**src/rtl/mrd_pkg.sv**
```systemverilog
// shared types and constants for the modbus rtu response deframer
package mrd_pkg;

  localparam logic [15:0] CRC_INIT       = 16'hFFFF;
  localparam logic [15:0] CRC_POLY       = 16'hA001;
  localparam int          FUNC_EXC_BIT   = 7;
  localparam logic [7:0]  FUNC_READ_HOLD = 8'h03;
  localparam int          TDATA_W        = 104;
  localparam int          TUSER_W        = 3;

  typedef enum logic [2:0] {
    PH_ADDR   = 3'd0,
    PH_FUNC   = 3'd1,
    PH_EXC    = 3'd2,
    PH_COUNT  = 3'd3,
    PH_DATA   = 3'd4,
    PH_CRC_LO = 3'd5,
    PH_CRC_HI = 3'd6
  } phase_t;

  typedef enum logic [2:0] {
    EV_WORD = 3'd0,
    EV_OK   = 3'd1,
    EV_EXC  = 3'd2,
    EV_CRC  = 3'd3,
    EV_ODD  = 3'd4,
    EV_DROP = 3'd5
  } event_t;

  typedef struct packed {
    event_t      event_kind;
    logic [7:0]  slave_address;
    logic [15:0] word_value;
    logic [6:0]  word_index;
    logic [6:0]  word_count;
    logic [31:0] float_bits;
    logic        float_valid;
    logic [15:0] received_crc;
    logic [15:0] computed_crc;
  } result_t;

endpackage

```
**src/rtl/mrd_crc16.sv**
```systemverilog
// one-byte update of the reflected crc-16 used by modbus rtu
module mrd_crc16 (
  input  logic [15:0] crc_in,
  input  logic [7:0]  data,
  output logic [15:0] crc_out
);

  always_comb begin
    logic [15:0] c;
    c = crc_in ^ {8'h00, data};
    for (int i = 0; i < 8; i++) begin
      if (c[0]) begin
        c = (c >> 1) ^ mrd_pkg::CRC_POLY;
      end else begin
        c = c >> 1;
      end
    end
    crc_out = c;
  end

endmodule

```
**src/rtl/mrd_parser.sv**
```systemverilog
// frame state, crc accumulator and event generation for one byte per cycle while step is high
module mrd_parser (
  input  logic             clk,
  input  logic             rst,
  input  logic             step,
  input  logic [7:0]       rx_byte,
  output logic             res_valid,
  output mrd_pkg::result_t res
);

  mrd_pkg::phase_t phase, phase_next;
  logic [7:0]  slave_hold, slave_hold_next;
  logic        func_exc, func_exc_next;
  logic [7:0]  data_byte_total, data_byte_total_next;
  logic [7:0]  data_bytes_seen, data_bytes_seen_next;
  logic [15:0] crc_accum, crc_accum_next;
  logic [7:0]  high_byte_hold, high_byte_hold_next;
  logic [15:0] first_word_hold, first_word_hold_next;
  logic [15:0] second_word_hold, second_word_hold_next;
  logic [7:0]  crc_low_hold, crc_low_hold_next;
  logic [7:0]  exception_hold, exception_hold_next;
  logic [6:0]  words_seen, words_seen_next;

  logic        restart;
  logic [15:0] crc_in;
  logic [15:0] crc_upd;

  mrd_crc16 u_crc (
    .crc_in  (crc_in),
    .data    (rx_byte),
    .crc_out (crc_upd)
  );

  // a new frame starts on an address byte or on a dropped function byte
  always_comb begin
    restart = 1'b0;
    case (phase)
      mrd_pkg::PH_ADDR: restart = 1'b1;
      mrd_pkg::PH_FUNC: restart = !rx_byte[mrd_pkg::FUNC_EXC_BIT] &&
                                  (rx_byte != mrd_pkg::FUNC_READ_HOLD);
      mrd_pkg::PH_EXC, mrd_pkg::PH_COUNT, mrd_pkg::PH_DATA,
      mrd_pkg::PH_CRC_LO, mrd_pkg::PH_CRC_HI: restart = 1'b0;
      default: restart = 1'b1;
    endcase
    crc_in = restart ? mrd_pkg::CRC_INIT : crc_accum;
  end

  always_comb begin
    logic [7:0]  seen_inc;
    logic [15:0] w;
    logic [15:0] rx_crc;
    seen_inc = data_bytes_seen + 8'd1;
    w        = {high_byte_hold, rx_byte};
    rx_crc   = {rx_byte, crc_low_hold};

    phase_next            = phase;
    slave_hold_next       = slave_hold;
    func_exc_next         = func_exc;
    data_byte_total_next  = data_byte_total;
    data_bytes_seen_next  = data_bytes_seen;
    crc_accum_next        = crc_accum;
    high_byte_hold_next   = high_byte_hold;
    first_word_hold_next  = first_word_hold;
    second_word_hold_next = second_word_hold;
    crc_low_hold_next     = crc_low_hold;
    exception_hold_next   = exception_hold;
    words_seen_next       = words_seen;
    res_valid             = 1'b0;
    res                   = '0;

    case (phase)
      mrd_pkg::PH_FUNC: begin
        if (!restart) begin
          func_exc_next  = rx_byte[mrd_pkg::FUNC_EXC_BIT];
          crc_accum_next = crc_upd;
          phase_next     = rx_byte[mrd_pkg::FUNC_EXC_BIT] ? mrd_pkg::PH_EXC
                                                          : mrd_pkg::PH_COUNT;
        end else begin
          res_valid         = 1'b1;
          res.event_kind    = mrd_pkg::EV_DROP;
          res.slave_address = slave_hold;
          res.word_value    = {8'h00, rx_byte};
        end
      end
      mrd_pkg::PH_EXC: begin
        exception_hold_next = rx_byte;
        crc_accum_next      = crc_upd;
        phase_next          = mrd_pkg::PH_CRC_LO;
      end
      mrd_pkg::PH_COUNT: begin
        data_byte_total_next = rx_byte;
        data_bytes_seen_next = 8'd0;
        words_seen_next      = 7'd0;
        crc_accum_next       = crc_upd;
        phase_next           = (rx_byte == 8'd0) ? mrd_pkg::PH_CRC_LO : mrd_pkg::PH_DATA;
      end
      mrd_pkg::PH_DATA: begin
        crc_accum_next       = crc_upd;
        data_bytes_seen_next = seen_inc;
        if (seen_inc[0]) begin
          high_byte_hold_next = rx_byte;
        end else begin
          res_valid         = 1'b1;
          res.event_kind    = mrd_pkg::EV_WORD;
          res.slave_address = slave_hold;
          res.word_value    = w;
          res.word_index    = words_seen;
          if (words_seen == 7'd0) begin
            first_word_hold_next = w;
          end else if (words_seen == 7'd1) begin
            second_word_hold_next = w;
          end
          words_seen_next = words_seen + 7'd1;
        end
        if (seen_inc == data_byte_total) begin
          phase_next = mrd_pkg::PH_CRC_LO;
        end
      end
      mrd_pkg::PH_CRC_LO: begin
        crc_low_hold_next = rx_byte;
        phase_next        = mrd_pkg::PH_CRC_HI;
      end
      mrd_pkg::PH_CRC_HI: begin
        res_valid         = 1'b1;
        res.slave_address = slave_hold;
        res.word_count    = words_seen;
        res.received_crc  = rx_crc;
        res.computed_crc  = crc_accum;
        if (rx_crc != crc_accum) begin
          res.event_kind = mrd_pkg::EV_CRC;
        end else if (func_exc) begin
          res.event_kind = mrd_pkg::EV_EXC;
          res.word_value = {8'h00, exception_hold};
        end else if (data_byte_total[0]) begin
          res.event_kind = mrd_pkg::EV_ODD;
        end else begin
          res.event_kind = mrd_pkg::EV_OK;
          if (words_seen == 7'd2) begin
            res.float_bits  = {first_word_hold, second_word_hold};
            res.float_valid = 1'b1;
          end
        end
        phase_next     = mrd_pkg::PH_ADDR;
        crc_accum_next = mrd_pkg::CRC_INIT;
      end
      default: begin
      end
    endcase

    // start of a new frame from this byte
    if (restart) begin
      slave_hold_next       = rx_byte;
      crc_accum_next        = crc_upd;
      func_exc_next         = 1'b0;
      data_byte_total_next  = 8'd0;
      data_bytes_seen_next  = 8'd0;
      high_byte_hold_next   = 8'd0;
      first_word_hold_next  = 16'd0;
      second_word_hold_next = 16'd0;
      exception_hold_next   = 8'd0;
      words_seen_next       = 7'd0;
      phase_next            = mrd_pkg::PH_FUNC;
    end
  end

  always_ff @(posedge clk) begin
    if (rst) begin
      phase            <= mrd_pkg::PH_ADDR;
      slave_hold       <= 8'd0;
      func_exc         <= 1'b0;
      data_byte_total  <= 8'd0;
      data_bytes_seen  <= 8'd0;
      crc_accum        <= mrd_pkg::CRC_INIT;
      high_byte_hold   <= 8'd0;
      first_word_hold  <= 16'd0;
      second_word_hold <= 16'd0;
      crc_low_hold     <= 8'd0;
      exception_hold   <= 8'd0;
      words_seen       <= 7'd0;
    end else if (step) begin
      phase            <= phase_next;
      slave_hold       <= slave_hold_next;
      func_exc         <= func_exc_next;
      data_byte_total  <= data_byte_total_next;
      data_bytes_seen  <= data_bytes_seen_next;
      crc_accum        <= crc_accum_next;
      high_byte_hold   <= high_byte_hold_next;
      first_word_hold  <= first_word_hold_next;
      second_word_hold <= second_word_hold_next;
      crc_low_hold     <= crc_low_hold_next;
      exception_hold   <= exception_hold_next;
      words_seen       <= words_seen_next;
    end
  end

endmodule

```
**src/rtl/modbus_rtu_response_deframer_unit.sv**
```systemverilog
// top level of the modbus rtu response deframer with input and result registers
// Takes one received byte per beat and frames read-holding-register and
// exception responses, giving at most one event beat per byte. A byte is
// accepted every cycle while results are taken; a byte waits in the input
// register and its event is registered into the result register when the
// byte steps the parser. The rate is set by the combinational frame state
// update, which includes an eight-step crc-16 byte update. A stalled
// result only holds back bytes that would produce another event.
module modbus_rtu_response_deframer_unit (
  input  logic                        clk,
  input  logic                        rst,
  input  logic                        s_axis_tvalid,
  output logic                        s_axis_tready,
  input  logic [7:0]                  s_axis_tdata,  // rx_byte
  output logic                        m_axis_tvalid,
  input  logic                        m_axis_tready,
  // slave_address, word_value, word_index, word_count, float_bits,
  // float_valid, received_crc, computed_crc, zero pad
  output logic [mrd_pkg::TDATA_W-1:0] m_axis_tdata,
  output logic [mrd_pkg::TUSER_W-1:0] m_axis_tuser   // event_kind
);

  logic             in_valid;
  logic [7:0]       in_byte;
  logic             res_valid;
  mrd_pkg::result_t res;
  logic             advance;
  logic             out_valid;
  mrd_pkg::result_t out_res;

  mrd_parser u_parser (
    .clk       (clk),
    .rst       (rst),
    .step      (advance),
    .rx_byte   (in_byte),
    .res_valid (res_valid),
    .res       (res)
  );

  assign advance       = in_valid && (!res_valid || !out_valid || m_axis_tready);
  assign s_axis_tready = !in_valid || advance;

  always_ff @(posedge clk) begin
    if (rst) begin
      in_valid <= 1'b0;
    end else if (s_axis_tvalid && s_axis_tready) begin
      in_valid <= 1'b1;
    end else if (advance) begin
      in_valid <= 1'b0;
    end
  end

  always_ff @(posedge clk) begin
    if (s_axis_tvalid && s_axis_tready) begin
      in_byte <= s_axis_tdata;
    end
  end

  always_ff @(posedge clk) begin
    if (rst) begin
      out_valid <= 1'b0;
    end else if (advance && res_valid) begin
      out_valid <= 1'b1;
    end else if (m_axis_tready) begin
      out_valid <= 1'b0;
    end
  end

  always_ff @(posedge clk) begin
    if (advance && res_valid) begin
      out_res <= res;
    end
  end

  assign m_axis_tvalid = out_valid;
  assign m_axis_tuser  = out_res.event_kind;
  assign m_axis_tdata  = {1'b0,
                          out_res.computed_crc,
                          out_res.received_crc,
                          out_res.float_valid,
                          out_res.float_bits,
                          out_res.word_count,
                          out_res.word_index,
                          out_res.word_value,
                          out_res.slave_address};

  // a held result beat is never overwritten
  a_no_overwrite: assert property (@(posedge clk) disable iff (rst)
    out_valid && !m_axis_tready |-> !(advance && res_valid))
    else $error("result register overwritten while stalled");

  // an event produced by the parser shows up in the next cycle
  a_result_shown: assert property (@(posedge clk) disable iff (rst)
    advance && res_valid |=> out_valid)
    else $error("parser event lost");

  // an accepted byte always lands in the input register
  a_byte_held: assert property (@(posedge clk) disable iff (rst)
    s_axis_tvalid && s_axis_tready |=> in_valid)
    else $error("accepted byte lost");

  // float pattern only on an ok frame
  a_float_ok: assert property (@(posedge clk) disable iff (rst)
    out_valid && out_res.float_valid |-> out_res.event_kind == mrd_pkg::EV_OK)
    else $error("float pattern on a frame that is not ok");

endmodule
```
**config.mk**
```make
export PLATFORM = sky130hd
export DESIGN_NAME = modbus_rtu_response_deframer_unit
export DESIGN_NICKNAME = d
export VERILOG_FILES = /design/src/rtl/mrd_pkg.sv /design/src/rtl/mrd_crc16.sv /design/src/rtl/mrd_parser.sv /design/src/rtl/modbus_rtu_response_deframer_unit.sv
export SDC_FILE = /design/constraint.sdc
export NUM_CORES = 1
export LEC_CHECK = 0
export ABC_AREA = 1
export BUFFER_PORTS_ARGS = -buffer_cell sky130_fd_sc_hd__clkbuf_2
export CELL_PAD_IN_SITES_DETAIL_PLACEMENT = 1
export CELL_PAD_IN_SITES_GLOBAL_PLACEMENT = 1
export CORE_MARGIN = 2
export CORE_UTILIZATION = 35
export CTS_CLUSTER_DIAMETER = 40
export DETAILED_ROUTE_END_ITERATION = 8
export PLACE_DENSITY = 0.76
export REMOVE_ABC_BUFFERS = 1
export SYNTH_ARGS = -nofsm -noshare
export SYNTH_HDL_FRONTEND = slang
export SYNTH_SLANG_ARGS = --single-unit
```
**constraint.sdc**
```tcl
create_clock -name clk -period 5.45 [get_ports clk]
set_clock_uncertainty 0.2 [all_clocks]
set_input_delay 0.545 -clock clk [delete_from_list [all_inputs] [get_ports clk]]
set_output_delay 0.545 -clock clk [all_outputs]
set_load 0.05 [all_outputs]
```
# Word level (Yosys, flattened, before mapping)
# Cells that the tools add are included.
dict set report word_totals {
  elab_cells 151
  regBits 223
  inputBits 12
}
dict set report op_classes {
  n_eq_ne 15
  n_mux 56
  n_bitwise 12
  n_addsub 2
  reduce_logical 42
}
# cell count
set ops {}
lappend ops {{16-bit two-way mux} 20}
lappend ops {{27-bit case mux with 3 select lines} 1}
lappend ops {{8-bit two-way mux} 9}
lappend ops {{16-bit case mux with 2 select lines} 1}
lappend ops {{31-bit two-way mux} 1}
lappend ops {{27-bit two-way mux} 1}
lappend ops {{2-bit NOT with 3-bit output} 8}
lappend ops {{3-bit case mux with 6 select lines} 1}
lappend ops {{2-bit nonzero test} 9}
lappend ops {{16-bit != test} 1}
lappend ops {{8-bit case mux with 2 select lines} 1}
lappend ops {{16-bit by 8-bit XOR with 16-bit output} 1}
lappend ops {{3-bit two-way mux} 5}
lappend ops {{7-bit two-way mux} 2}
lappend ops {{7-bit case mux with 2 select lines} 1}
lappend ops {{2-bit AND reduction} 7}
lappend ops {{1-bit two-way mux} 11}
lappend ops {{5-bit OR reduction} 2}
lappend ops {{3-bit == test, second input constant} 3}
lappend ops {{3-bit AND reduction} 3}
lappend ops {{8-bit by 1-bit adder with 8-bit output, second input constant} 1}
lappend ops {{8-bit == test} 1}
lappend ops {{8-bit zero test} 1}
lappend ops {{8-bit by 2-bit != test with 1-bit output, second input constant} 1}
lappend ops {{other kinds (21)} 35}

# Depth between registers and ports, before layout
# Gate-level depths: netlist (run 1).
dict set report depth {
  ltp_word 23
  mapped_depth 21
}

# Hierarchy
# From an unflattened synthesis (run 1), not the netlist that was laid out.
dict set report unflattened {
  cells_unflattened 1044
  area_unflattened_um2 9504.1
}
# module area_per_inst_um2 seq_area_each_um2 cells_per_inst instances
set modules_own_cells {}
lappend modules_own_cells {mrd_parser 5505.3 2142.1 845 1}
lappend modules_own_cells {modbus_rtu_response_deframer_unit 3553.4 3463.3 134 1}
lappend modules_own_cells {mrd_crc16 445.4 0.0 65 1}

# Worst setup path before layout (run 1)
# Ideal clock, no wire load.
dict set report synth_path {
  kind {flip-flop to flip-flop}
  start {register in_byte[5]}
  end {register out_res, in the netlist m_axis_tdata[0] (enable)}
  setup_ps 460
  t_arrival_ps 3552
  setup_slack_ps 1237
  synth_period_minus_slack_ps 4213
  stages_incl_launch_ff 14
  cell_sequence {edfxtp_1 > inv_2 > nand2_1 > nor2_1 > nand2_1 > nand3_2 > nand2_2 > inv_4 > nand2_4 > nand2_2 > nand2_4 > inv_2 > nand2_1 > inv_1}
}
dict set report synth_via {
  elab_chain_len 10
}
# item line_no
set synth_rtl {}
lappend synth_rtl {{start: declaration} modbus_rtu_response_deframer_unit.sv:24} ;# logic [7:0] in_byte;
lappend synth_rtl {{start signal: assignment} modbus_rtu_response_deframer_unit.sv:55} ;# in_byte <= s_axis_tdata;
lappend synth_rtl {{8-bit by 2-bit != test with 1-bit output (*)} mrd_parser.sv:40} ;# (rx_byte != mrd_pkg::FUNC_READ_HOLD);
lappend synth_rtl {{1-bit logical AND (*)} mrd_parser.sv:39} ;# mrd_pkg::PH_FUNC: restart = !rx_byte[mrd_pkg::FUNC_EXC_BIT] &&
lappend synth_rtl {{1-bit case mux with 2 select lines (*)} mrd_parser.sv:37} ;# case (phase)
lappend synth_rtl {{1-bit two-way mux (*)} mrd_parser.sv:73} ;# if (!restart) begin
lappend synth_rtl {{1-bit case mux with 3 select lines (*)} mrd_parser.sv:71} ;# case (phase)
lappend synth_rtl {{1-bit zero test} modbus_rtu_response_deframer_unit.sv:40} ;# assign advance = in_valid && (!res_valid || !out_valid || m_axis_tready);
lappend synth_rtl {{1-bit logical OR (2 in a row)} modbus_rtu_response_deframer_unit.sv:40}
lappend synth_rtl {{1-bit logical AND} modbus_rtu_response_deframer_unit.sv:40}
lappend synth_rtl {{1-bit logical AND (*)} modbus_rtu_response_deframer_unit.sv:70} ;# if (advance && res_valid) begin
lappend synth_rtl {{end signal: assignment} modbus_rtu_response_deframer_unit.sv:71} ;# out_res <= res;
lappend synth_rtl {{end: declaration} modbus_rtu_response_deframer_unit.sv:29} ;# mrd_pkg::result_t out_res;
# Every way passes the cells marked *; elsewhere a longest branch is shown, timed or not.
# A chain may end at the register's enable or synchronous reset.

# Worst setup path after layout (run 1)
dict set report layout_path {
  start {register in_byte[7]}
  end {register u_parser.first_word_hold[14]}
}
dict set report layout_via {
  elab_chain_len 10
}
# item line_no
set layout_rtl {}
lappend layout_rtl {{8-bit by 2-bit != test with 1-bit output / 1-bit zero test (equally long branches)} {mrd_parser.sv:40, mrd_parser.sv:39}}
lappend layout_rtl {{1-bit logical AND (*)} mrd_parser.sv:39}
lappend layout_rtl {{1-bit case mux with 2 select lines (*)} mrd_parser.sv:37}
lappend layout_rtl {{1-bit two-way mux} mrd_parser.sv:73}
lappend layout_rtl {{1-bit case mux with 3 select lines} mrd_parser.sv:71}
lappend layout_rtl {{1-bit zero test} modbus_rtu_response_deframer_unit.sv:40}
lappend layout_rtl {{1-bit logical OR (2 in a row)} modbus_rtu_response_deframer_unit.sv:40}
lappend layout_rtl {{1-bit logical AND} modbus_rtu_response_deframer_unit.sv:40}
lappend layout_rtl {{4-bit AND reduction (no line)} --}
lappend layout_rtl {{end signal: assignment} mrd_parser.sv:188} ;# first_word_hold <= first_word_hold_next;
lappend layout_rtl {{end: declaration} mrd_parser.sv:18} ;# logic [15:0] first_word_hold, first_word_hold_next;
# Marked as above.

==> metrics.md, run 1 <==
| Metric | Value |
|---|---|
| Portion of the post-synthesis area used by sequential elements | `approximately three fifths` |
| Cell chosen for the clock root | `sky130_fd_sc_hd__clkbuf_16` |
| Max stage delay cell, worst path | `sky130_fd_sc_hd__inv_1` |
| Count of H-tree levels built during CTS | `1` |
| Cell types occupying the most area after synthesis | `sky130_fd_sc_hd__edfxtp_1 (36%), sky130_fd_sc_hd__dfxtp_1 (23%), sky130_fd_sc_hd__nand2_1 (6.0%)` |
| Pins over their slew limit | `0` |
| Cell area after placement | `10300 µm²` |
| Average vias per placed instance | `4.97` |
| Dpl hpwl | `17800 µm` |
| Total Wirelength | `25900 µm` |
| Most common cell after layout, fill and taps aside | `sky130_fd_sc_hd__nand2_1` |
| Number of violations of the max-capacitance limit | `0` |
| GPL Wtd Cong | `slightly above 0.8` |
| Wire length of the first global-routing pass | `~41000 µm` |
| Number of antenna-violating nets in the routed design | `0` |
| Type of destination of the critical path | `register` |
| Number of placed I/O pins | `about 120` |
| Count of yosys warnings during synthesis | `0` |
| Final sum of negative setup slack | `0 ps` |
| Total Nets Final | `1157` |
| Overall fraction of global-route tracks in use | `a little under a fifth` |
| Proportion of synthesized flip-flops having asynchronous set or reset | `0%` |
| Synthesized flop and latch total | `about 220` |
| Proportion of layout cells with a drive suffix above 1 | `20.0%` |
| Global route total overflow | `0` |
| Count of inserted antenna diode cells | `0` |
| Number of distinct library cell variants in the gate-level netlist after synthesis | `approximately 40` |
| Stage delay of the slowest cell on the critical path | `approximately 530 ps` |
| Clock period minus final worst setup slack | `3810 ps` |
| Library cell occupying the most area in the post-synthesis netlist | `sky130_fd_sc_hd__edfxtp_1` |
| Final worst-path cycle share | `70.0%` |
| Worst ir drop on vdd | `between 0.2 and 0.25 mV` |
| Latest clock arrival within the worst-skew pair | `~550 ps` |
| Fraction of met1 tracks used by global routing | `23.1%` |
| M2 GR Usage | `31.9%` |
| Initial core utilization | `35.3%` |
| Number of rows in the core area | `60` |
| Startpoint type of the worst setup path | `register` |
| Mean cell area of the mapped netlist | `~9.3 µm²` |
| TritonCTS Buffers | `28` |
| Series of cell instances along the critical path | `inv_2, nand2_1, nor2_1, nand2_1, nand2_2, nand2_2, inv_2, nor2_4, inv_2, nand2_1, inv_1, o21ai_0, a21oi_1` |
| Total of buffers placed on input and output ports | `119` |
| DRC errors left | `0` |
| Final-report setup violation count | `0` |
| Initial antenna violation count | `0` |
| Final Cell Area | `11300 µm²` |
| Largest net degree at the start of global routing | `65` |
| Worst Path Max Fanout | `25` |
| Vias in the first global route | `7679` |
| Type of the most critical hold path | `in2reg` |
| Flip-flop cell with the highest count after synthesis | `sky130_fd_sc_hd__edfxtp_1` |
| Height of the chip | `~170 µm` |
| Crit path buffers/inverters | `4` |
| Instance count of the mapped netlist | `a little over 1000` |
| Critical path's top delay family | `simple AND/OR/NAND/NOR gates` |
| Post-Syn Area | `9450 µm²` |
| Utilization after layout | `42.4%` |
| Clock-pin slew reported for the worst setup and hold paths after clock tree synthesis | `60 ps` |
| Max-slew headroom at the worst pin | `35.5%` |
| Iteration count of the initial detailed-routing pass | `5` |
| Overall die area | `~28000 µm²` |
| PnR worst setup slack | `approximately 1600 ps` |
| Total leakage power | `0.00447 µW` |
| Core area | `26700 µm²` |
| Data required time at the worst endpoint | `around 5700 ps` |
| Outcome | `complete, no violations` |
| Area share of the largest cell type after synthesis | `36.2%` |
| Setup slack of the worst register-to-register path | `1640 ps` |
| Commonest cells after routing, fill and taps aside | `sky130_fd_sc_hd__nand2_1 (152), sky130_fd_sc_hd__nor2_1 (149), sky130_fd_sc_hd__inv_1 (119), sky130_fd_sc_hd__clkbuf_2 (119), sky130_fd_sc_hd__edfxtp_1 (114)` |
| Number of endpoints with negative hold slack in the final report | `0` |
| Detailed-route wire length per cell | `17.3 µm` |
| Achievable Freq | `between 200 and 300 MHz` |
| Setup WS pre-CTS | `1640 ps` |
| Power density normalized to cell area | `roughly 390 nW/µm²` |
| Count of flip-flops with a built-in enable after synthesis | `114` |
| Setup repair after global routing missed its margin | `no` |
| Sinks on Clock Net | `223` |
| Global routing usage on met3 | `2.63%` |
| Iter 0 DRT Violations | `532` |
| Arrival @ worst endpoint | `4080 ps` |
| Global routing's busiest layer | `met2` |
| Worst Tran Pin Value | `968 ps` |
| Area growth from synthesis to layout | `19.9%` |
| Clock tree from TritonCTS | `yes` |
| Total number of vias | `7468` |
| Setup Crit Path Kind | `reg2reg` |
| Clk buf depth | `3` |
| Horizontal die dimension | `168 µm` |
area by class of cell:
type,count,area (µm²)
clock buffer,36,761
clock inverter,16,185
fill,3115,15400
inverter,138,526
multi-input combinational,619,3130
sequential,223,5610
tap,341,427
timing repair buffer,129,686
synth_stat cells (5+ instances only):
library cell               number
sky130_fd_sc_hd__a211oi_1      11
sky130_fd_sc_hd__o22ai_1       10
sky130_fd_sc_hd__inv_1        121
sky130_fd_sc_hd__clkbuf_1      21
sky130_fd_sc_hd__a21oi_1       94
sky130_fd_sc_hd__ha_1           6
sky130_fd_sc_hd__a211oi_2       6
sky130_fd_sc_hd__buf_2         10
sky130_fd_sc_hd__nand2_1      152
sky130_fd_sc_hd__inv_2         15
sky130_fd_sc_hd__nand2_2       13
sky130_fd_sc_hd__dfxtp_1      109
sky130_fd_sc_hd__nand3_2        8
sky130_fd_sc_hd__nand4_1       18
sky130_fd_sc_hd__nor2_1       149
sky130_fd_sc_hd__edfxtp_1     114
sky130_fd_sc_hd__nor3_1         9
sky130_fd_sc_hd__xor2_1        12
sky130_fd_sc_hd__o21ai_0       68
sky130_fd_sc_hd__nand3_1       25
sky130_fd_sc_hd__buf_1          5
flip-flops by register name, summed over array words and instances, names as in the netlist:
signal                     flops
u_parser.crc_low_hold          8
m_axis_tdata                 103
u_parser.func_exc              1
u_parser.high_byte_hold        8
u_parser.second_word_hold     16
u_parser.words_seen            7
u_parser.crc_accum            16
in_byte                        8
u_parser.phase                 3
u_parser.data_byte_total       8
u_parser.slave_hold            8
m_axis_tvalid                  1
m_axis_tuser                   3
u_parser.data_bytes_seen       8
u_parser.exception_hold        8
in_valid                       1
u_parser.first_word_hold      16
path summary, 6_finish.rpt:
check / start / endpoint / cells past startpoint
setup / recovery: in_byte[7] / u_parser.first_word_hold[14] / 13
hold / removal: s_axis_tdata[2] / in_byte[2] / 1
setup reg to reg: in_byte[7] / u_parser.first_word_hold[14] / 13
hold reg to reg: u_parser.second_word_hold[2] / u_parser.second_word_hold[2] / 2
cell families (layout without fill, tap and decap cells):
logic type | count (synthesis) | count (layout) | share of synthesized area, %
simple gates | 390 | 390 | 18.3
other cells | 1 | 1 | 0.0397
flops | 223 | 223 | 59.3
compound gates | 203 | 203 | 12.0
fa+ha+maj | 6 | 6 | 0.795
buf+inv | 178 | 319 | 7.50
xor+xnor | 19 | 19 | 2.00
repair_timing:
| action | 4_1_cts | 5_1_grt |
|---|---|---|
| gates resized for setup | 0 | 0 |
| endpoints found under the hold margin | 6 | 0 |
| setup buffers | 0 | 0 |
| hold buffers | 6 | 0 |
| setup endpoints to repair | 0 | 0 |
worst register-to-register path, delay by kind of cell (launching register included):
| kind | cells | cell delay, ps |
|---|---|---|
| buf+inv | 4 | 1180 |
| flops | 1 | 510 |
| compound gates | 2 | 400 |
| simple gates | 7 | 1440 |
power by group:
group | total [µW] | internal, µW | switching, µW
combinational | 601 | 149 | 452
sequential | 1920 | 1850 | 69.3
clock | 1860 | 1100 | 757
stage by stage:
step,hold slack (ps),cells,total power [µW]
final,16.6,1502,4380
after global routing,4.97,1502,4550
after CTS,8.02,1502,4410
after detailed placement,252,1444,2540
after global placement,248,1444,2520
after floorplan,232,980,2360
metal layers:
| layer | share of wire (%) | vias up |
|---|---|---|
| met3 | 4.6 | 38 |
| li1 | - | 3610 |
| met1 | 44 | 3653 |
| met5 | 0 | - |
| met2 | 49 | 167 |
| met4 | 2.2 | 0 |
Note: power is estimated with default switching activity, not from simulation.
==> run 2: changes to the inputs <==
--- a/config.mk
+++ b/config.mk
@@ -5,7 +5,7 @@
 export SDC_FILE = /design/constraint.sdc
 export NUM_CORES = 1
 export LEC_CHECK = 0
-export ABC_AREA = 1
+export ABC_AREA = 0
 export BUFFER_PORTS_ARGS = -buffer_cell sky130_fd_sc_hd__clkbuf_2
 export CELL_PAD_IN_SITES_DETAIL_PLACEMENT = 1
 export CELL_PAD_IN_SITES_GLOBAL_PLACEMENT = 1
@@ -13,7 +13,7 @@
 export CORE_UTILIZATION = 35
 export CTS_CLUSTER_DIAMETER = 40
 export DETAILED_ROUTE_END_ITERATION = 8
-export PLACE_DENSITY = 0.76
+export PLACE_DENSITY = 0.77
 export REMOVE_ABC_BUFFERS = 1
 export SYNTH_ARGS = -nofsm -noshare
 export SYNTH_HDL_FRONTEND = slang
==> constraint.sdc (replaced) <==
create_clock -name clk -period 3.35 [get_ports clk]
set_clock_uncertainty 0.2 [all_clocks]
set_input_delay 0.335 -clock clk [delete_from_list [all_inputs] [get_ports clk]]
set_output_delay 0.335 -clock clk [all_outputs]
set_load 0.05 [all_outputs]
==> run 2 against run 1 <==
  * Wire length shrank 0.56%
  * Sequential power rose by 56%
  * Sequential cell count is the same
  * Sequential share of layout area shrank 1.3 points
  * Highest routed layer unchanged
  * First-iteration DRC count shrank 22%
  * Worst setup slack worse by 1500 ps
  * Clock power is 64% higher
  * Non-clock buffer count rose by 32
  * Utilization grew 1.0 points
==> metrics.md, run 2 <==
| Metric | Value |
|---|---|
| Portion of the post-synthesis area used by sequential elements | `59.0% (-0.38 points)` |
| Initial antenna violation count | `0 (unchanged)` |
| Type of the most critical hold path | `in2reg` |
| Depth of the worst register-to-register path | `8 (-5)` |
| Number of endpoints with negative hold slack in the final report | `0 (unchanged)` |
| Overall fraction of global-route tracks in use | `18.0% (-0.13 points)` |
| Total Nets Final | `1046 (-9.6%)` |
| Total leakage power | `0.00414 µW (-7.4%)` |
| Setup WS pre-CTS | `392 ps (-1250 ps)` |
| DRC errors left | `0 (unchanged)` |
| Power density normalized to cell area | `577 nW/µm² (+49%)` |
| Dpl hpwl | `17100 µm (-4.1%)` |
| Worst ir drop on vdd | `0.455 mV (+98%)` |
| Largest register FFs | `103 (unchanged)` |
| Total of buffers placed on input and output ports | `119 (unchanged)` |
| TritonCTS Buffers | `29 (+3.6%)` |
| Instance count of the mapped netlist | `905 (-11%)` |
| Initial core utilization | `35.5% (+0.13 points)` |
| Setup Crit Path Kind | `reg2out` |
| Post-Syn Area | `9510 µm² (+0.65%)` |
| Data required time at the worst endpoint | `2810 ps (-2910 ps)` |
| Area share of the largest cell type after synthesis | `36.0% (-0.23 points)` |
| Commonest cells after routing, fill and taps aside | `sky130_fd_sc_hd__clkbuf_2 (117), sky130_fd_sc_hd__edfxtp_1 (114), sky130_fd_sc_hd__dfxtp_1 (109)` |
| Pins over their slew limit | `0 (unchanged)` |
| Setup repair after global routing missed its margin | `no` |
| Height of the chip | `169 µm (+0.32%)` |
| Final worst-path cycle share | `95.1%` |
| Worst reg2reg path endpoint | `u_parser.crc_accum[15]` |
| PnR worst setup slack | `164 ps (-1470 ps)` |
| Vias in the first global route | `7460 (-2.9%)` |
| Worst Tran Pin Value | `950 ps (-17.6 ps)` |
| Cell area after placement | `10600 µm² (+2.5%)` |
| Library cell occupying the most area in the post-synthesis netlist | `sky130_fd_sc_hd__edfxtp_1` |
| M2 GR Usage | `31.2% (-0.74 points)` |
| Proportion of layout cells with a drive suffix above 1 | `20.7% (+0.68 points)` |
| Max-slew headroom at the worst pin | `36.5% (+1.0 points)` |
| Detailed-route wire length per cell | `18.5 µm (+7.4%)` |
| Cells resized by post-CTS repair | `0 (unchanged)` |
| Proportion of synthesized flip-flops having asynchronous set or reset | `0% (unchanged)` |
| Count of yosys warnings during synthesis | `0 (unchanged)` |
| Type of destination of the critical path | `output port` |
| Clock-pin slew reported for the worst setup and hold paths after clock tree synthesis | `60 ps (about the same)` |
| Number of antenna-violating nets in the routed design | `0 (unchanged)` |
| Combined area of the multi-input logic cells | `3630 µm² (+16%)` |
| Area growth from synthesis to layout | `22.2%` |
| Hold depth | `3 (+2)` |
| Outcome | `complete, no violations` |
| Number of distinct library cell variants in the gate-level netlist after synthesis | `63 (+54%)` |
| Cell types occupying the most area after synthesis | `sky130_fd_sc_hd__edfxtp_1 (36%), sky130_fd_sc_hd__dfxtp_1 (23%), sky130_fd_sc_hd__and2_1 (5.0%)` |
| Sinks on Clock Net | `223 (unchanged)` |
| Power Total | `6710 µW (+53%)` |
| Iter 0 DRT Violations | `417 (-22%)` |
| Achievable Freq | `roughly 310 MHz` |
| Total number of vias | `7219 (-3.3%)` |
| Mean cell area of the mapped netlist | `10.5 µm² (+13%)` |
| Core area | `26800 µm² (+0.28%)` |
| Clock period minus final worst setup slack | `3190 ps` |
| Final-report setup violation count | `0 (unchanged)` |
| Latest clock arrival within the worst-skew pair | `540 ps (about the same)` |
| WHS Endpoint | `u_parser.crc_accum[10]` |
| Fraction of met1 tracks used by global routing | `23.0% (-0.11 points)` |
| Worst Path Max Fanout | `11 (-56%)` |
| Number of rows in the core area | `60 (unchanged)` |
| Global routing usage on met3 | `2.67% (+0.033 points)` |
| Arrival @ worst endpoint | `2650 ps (-1430 ps)` |
| Commonest cells in the netlist | `sky130_fd_sc_hd__edfxtp_1 (114), sky130_fd_sc_hd__dfxtp_1 (109), sky130_fd_sc_hd__nand2_1 (85)` |
| Count of H-tree levels built during CTS | `1 (unchanged)` |
| Cell chosen for the clock root | `sky130_fd_sc_hd__clkbuf_16` |
| Final Cell Area | `11600 µm² (+2.7%)` |
| Iteration count of the initial detailed-routing pass | `4 (-1)` |
| Utilization after layout | `43.4% (+1.0 points)` |
| Most common cell after layout, fill and taps aside | `sky130_fd_sc_hd__clkbuf_2` |
| Average vias per placed instance | `5.19 (+4.4%)` |
| GPL Wtd Cong | `0.881 (+6.0%)` |
| Wire length of the first global-routing pass | `41000 µm (-0.78%)` |
| Filler Cell Count | `2899 (-6.9%)` |
| Worst Hold Launch | `rst` |
| Number of placed I/O pins | `121 (unchanged)` |
| Global routing's busiest layer | `met2` |
| R2r startpoint | `in_byte[2]` |
| Most repeated cell in the gate-level netlist after synthesis | `sky130_fd_sc_hd__edfxtp_1` |
| Overall die area | `28500 µm² (+0.64%)` |
| Clock tree from TritonCTS | `yes` |
| Flip-flop cell with the highest count after synthesis | `sky130_fd_sc_hd__edfxtp_1` |
| Horizontal die dimension | `169 µm (+0.32%)` |
| Global route total overflow | `0 (unchanged)` |
| Total Wirelength | `25800 µm (-0.56%)` |
| Clk buf depth | `3 (unchanged)` |
| Synthesized flop and latch total | `223 (unchanged)` |
| Count of flip-flops with a built-in enable after synthesis | `114 (unchanged)` |
| Startpoint type of the worst setup path | `register` |
| Number of violations of the max-capacitance limit | `0 (unchanged)` |
| Count of inserted antenna diode cells | `0 (unchanged)` |
| Largest net degree at the start of global routing | `71 (+9.2%)` |
| Setup slack of the worst register-to-register path | `380 ps (-1260 ps)` |
| Sequential cell area | `5610 µm² (unchanged)` |
## run 2: changes by cell type after synthesis, moves of 14 or more
| cell | before | now |
|---|---|---|
| sky130_fd_sc_hd__a21oi_1 | 94 | 74 |
| sky130_fd_sc_hd__a22oi_1 | 0 | 14 |
| sky130_fd_sc_hd__and2_1 | 0 | 76 |
| sky130_fd_sc_hd__and3_1 | 0 | 20 |
| sky130_fd_sc_hd__clkbuf_1 | 21 | 65 |
| sky130_fd_sc_hd__inv_1 | 121 | 6 |
| sky130_fd_sc_hd__inv_2 | 15 | 1 |
| sky130_fd_sc_hd__nand2_1 | 152 | 85 |
| sky130_fd_sc_hd__nand3_1 | 25 | 58 |
| sky130_fd_sc_hd__nand4_1 | 18 | 3 |
| sky130_fd_sc_hd__nor2_1 | 149 | 76 |
| sky130_fd_sc_hd__o21ai_0 | 68 | 10 |
| sky130_fd_sc_hd__xnor2_1 | 4 | 28 |
## run 2: repair_timing
action / in CTS / in global routing
hold endpoints to repair: 9 / 0
setup buffers: 0 / 0
hold buffers: 9 / 0
## run 2: area by class of cell
| type | count | share of cell area (%) |
|---|---|---|
| Clock buffer | 35 | 6.61 |
| Clock inverter | 18 | 1.66 |
| Inverter | 7 | 0.226 |
| Multi-Input combinational cell | 606 | 31.2 |
| Sequential cell | 223 | 48.2 |
| Tap cell | 341 | 3.67 |
| Timing Repair Buffer | 161 | 8.38 |
## run 2: how the worst max path moves through the flow
stage | start | endpoint | slack, ps | cells after the start
floorplan | in_byte[2] | m_axis_tdata[0] | -3900 | 5
global placement | in_byte[2] | m_axis_tdata[93] | 460 | 6
detailed placement | in_byte[2] | m_axis_tdata[93] | 390 | 6
CTS | in_byte[2] | s_axis_tready | 150 | 7
global route | in_byte[2] | s_axis_tready | 30 | 7
finish | in_byte[2] | s_axis_tready | 160 | 7
## run 2: where the power goes
part	internal [µW]	switching (µW)
Sequential	2930	60.8
Combinational	202	468
Clock	1820	1220
Total	4960	1750
## run 2: worst max-delay path, stage by stage, from the launching register on
cell	delay, ps
sky130_fd_sc_hd__edfxtp_1	390
sky130_fd_sc_hd__or4_4	560
sky130_fd_sc_hd__o41ai_4	270
sky130_fd_sc_hd__buf_4	260
sky130_fd_sc_hd__nand2_1	110
sky130_fd_sc_hd__o21ai_1	160
sky130_fd_sc_hd__or2_2	210
sky130_fd_sc_hd__buf_12	150
## run 2: cells by family after synthesis
kind of cell	synth area share (%)
AO/OA/AOI/OAI	9.74
XOR/XNOR	5.61
adder cells (fa/ha/maj)	0.790
buffers and inverters	3.11
flip-flops	59.0
multiplexers	1.28
other	0.0394
AND/OR/NAND/NOR	20.5
## run 2: through the flow
stage | hold WS, ps | std cells | setup TNS [ps]
after floorplan | 204 | 836 | -418000
after global placement | 238 | 1329 | 0
after detailed placement | 249 | 1329 | 0
after CTS | 42.0 | 1391 | 0
after global routing | 80.3 | 1391 | 0
final | 61.8 | 1391 | 0
## run 2: layer usage
metal / vias to the layer above / share of wire, %
li1: 3421 / -
met1: 3557 / 43
met2: 191 / 49
met3: 50 / 4.5
met4: 0 / 2.6
met5: - / 0
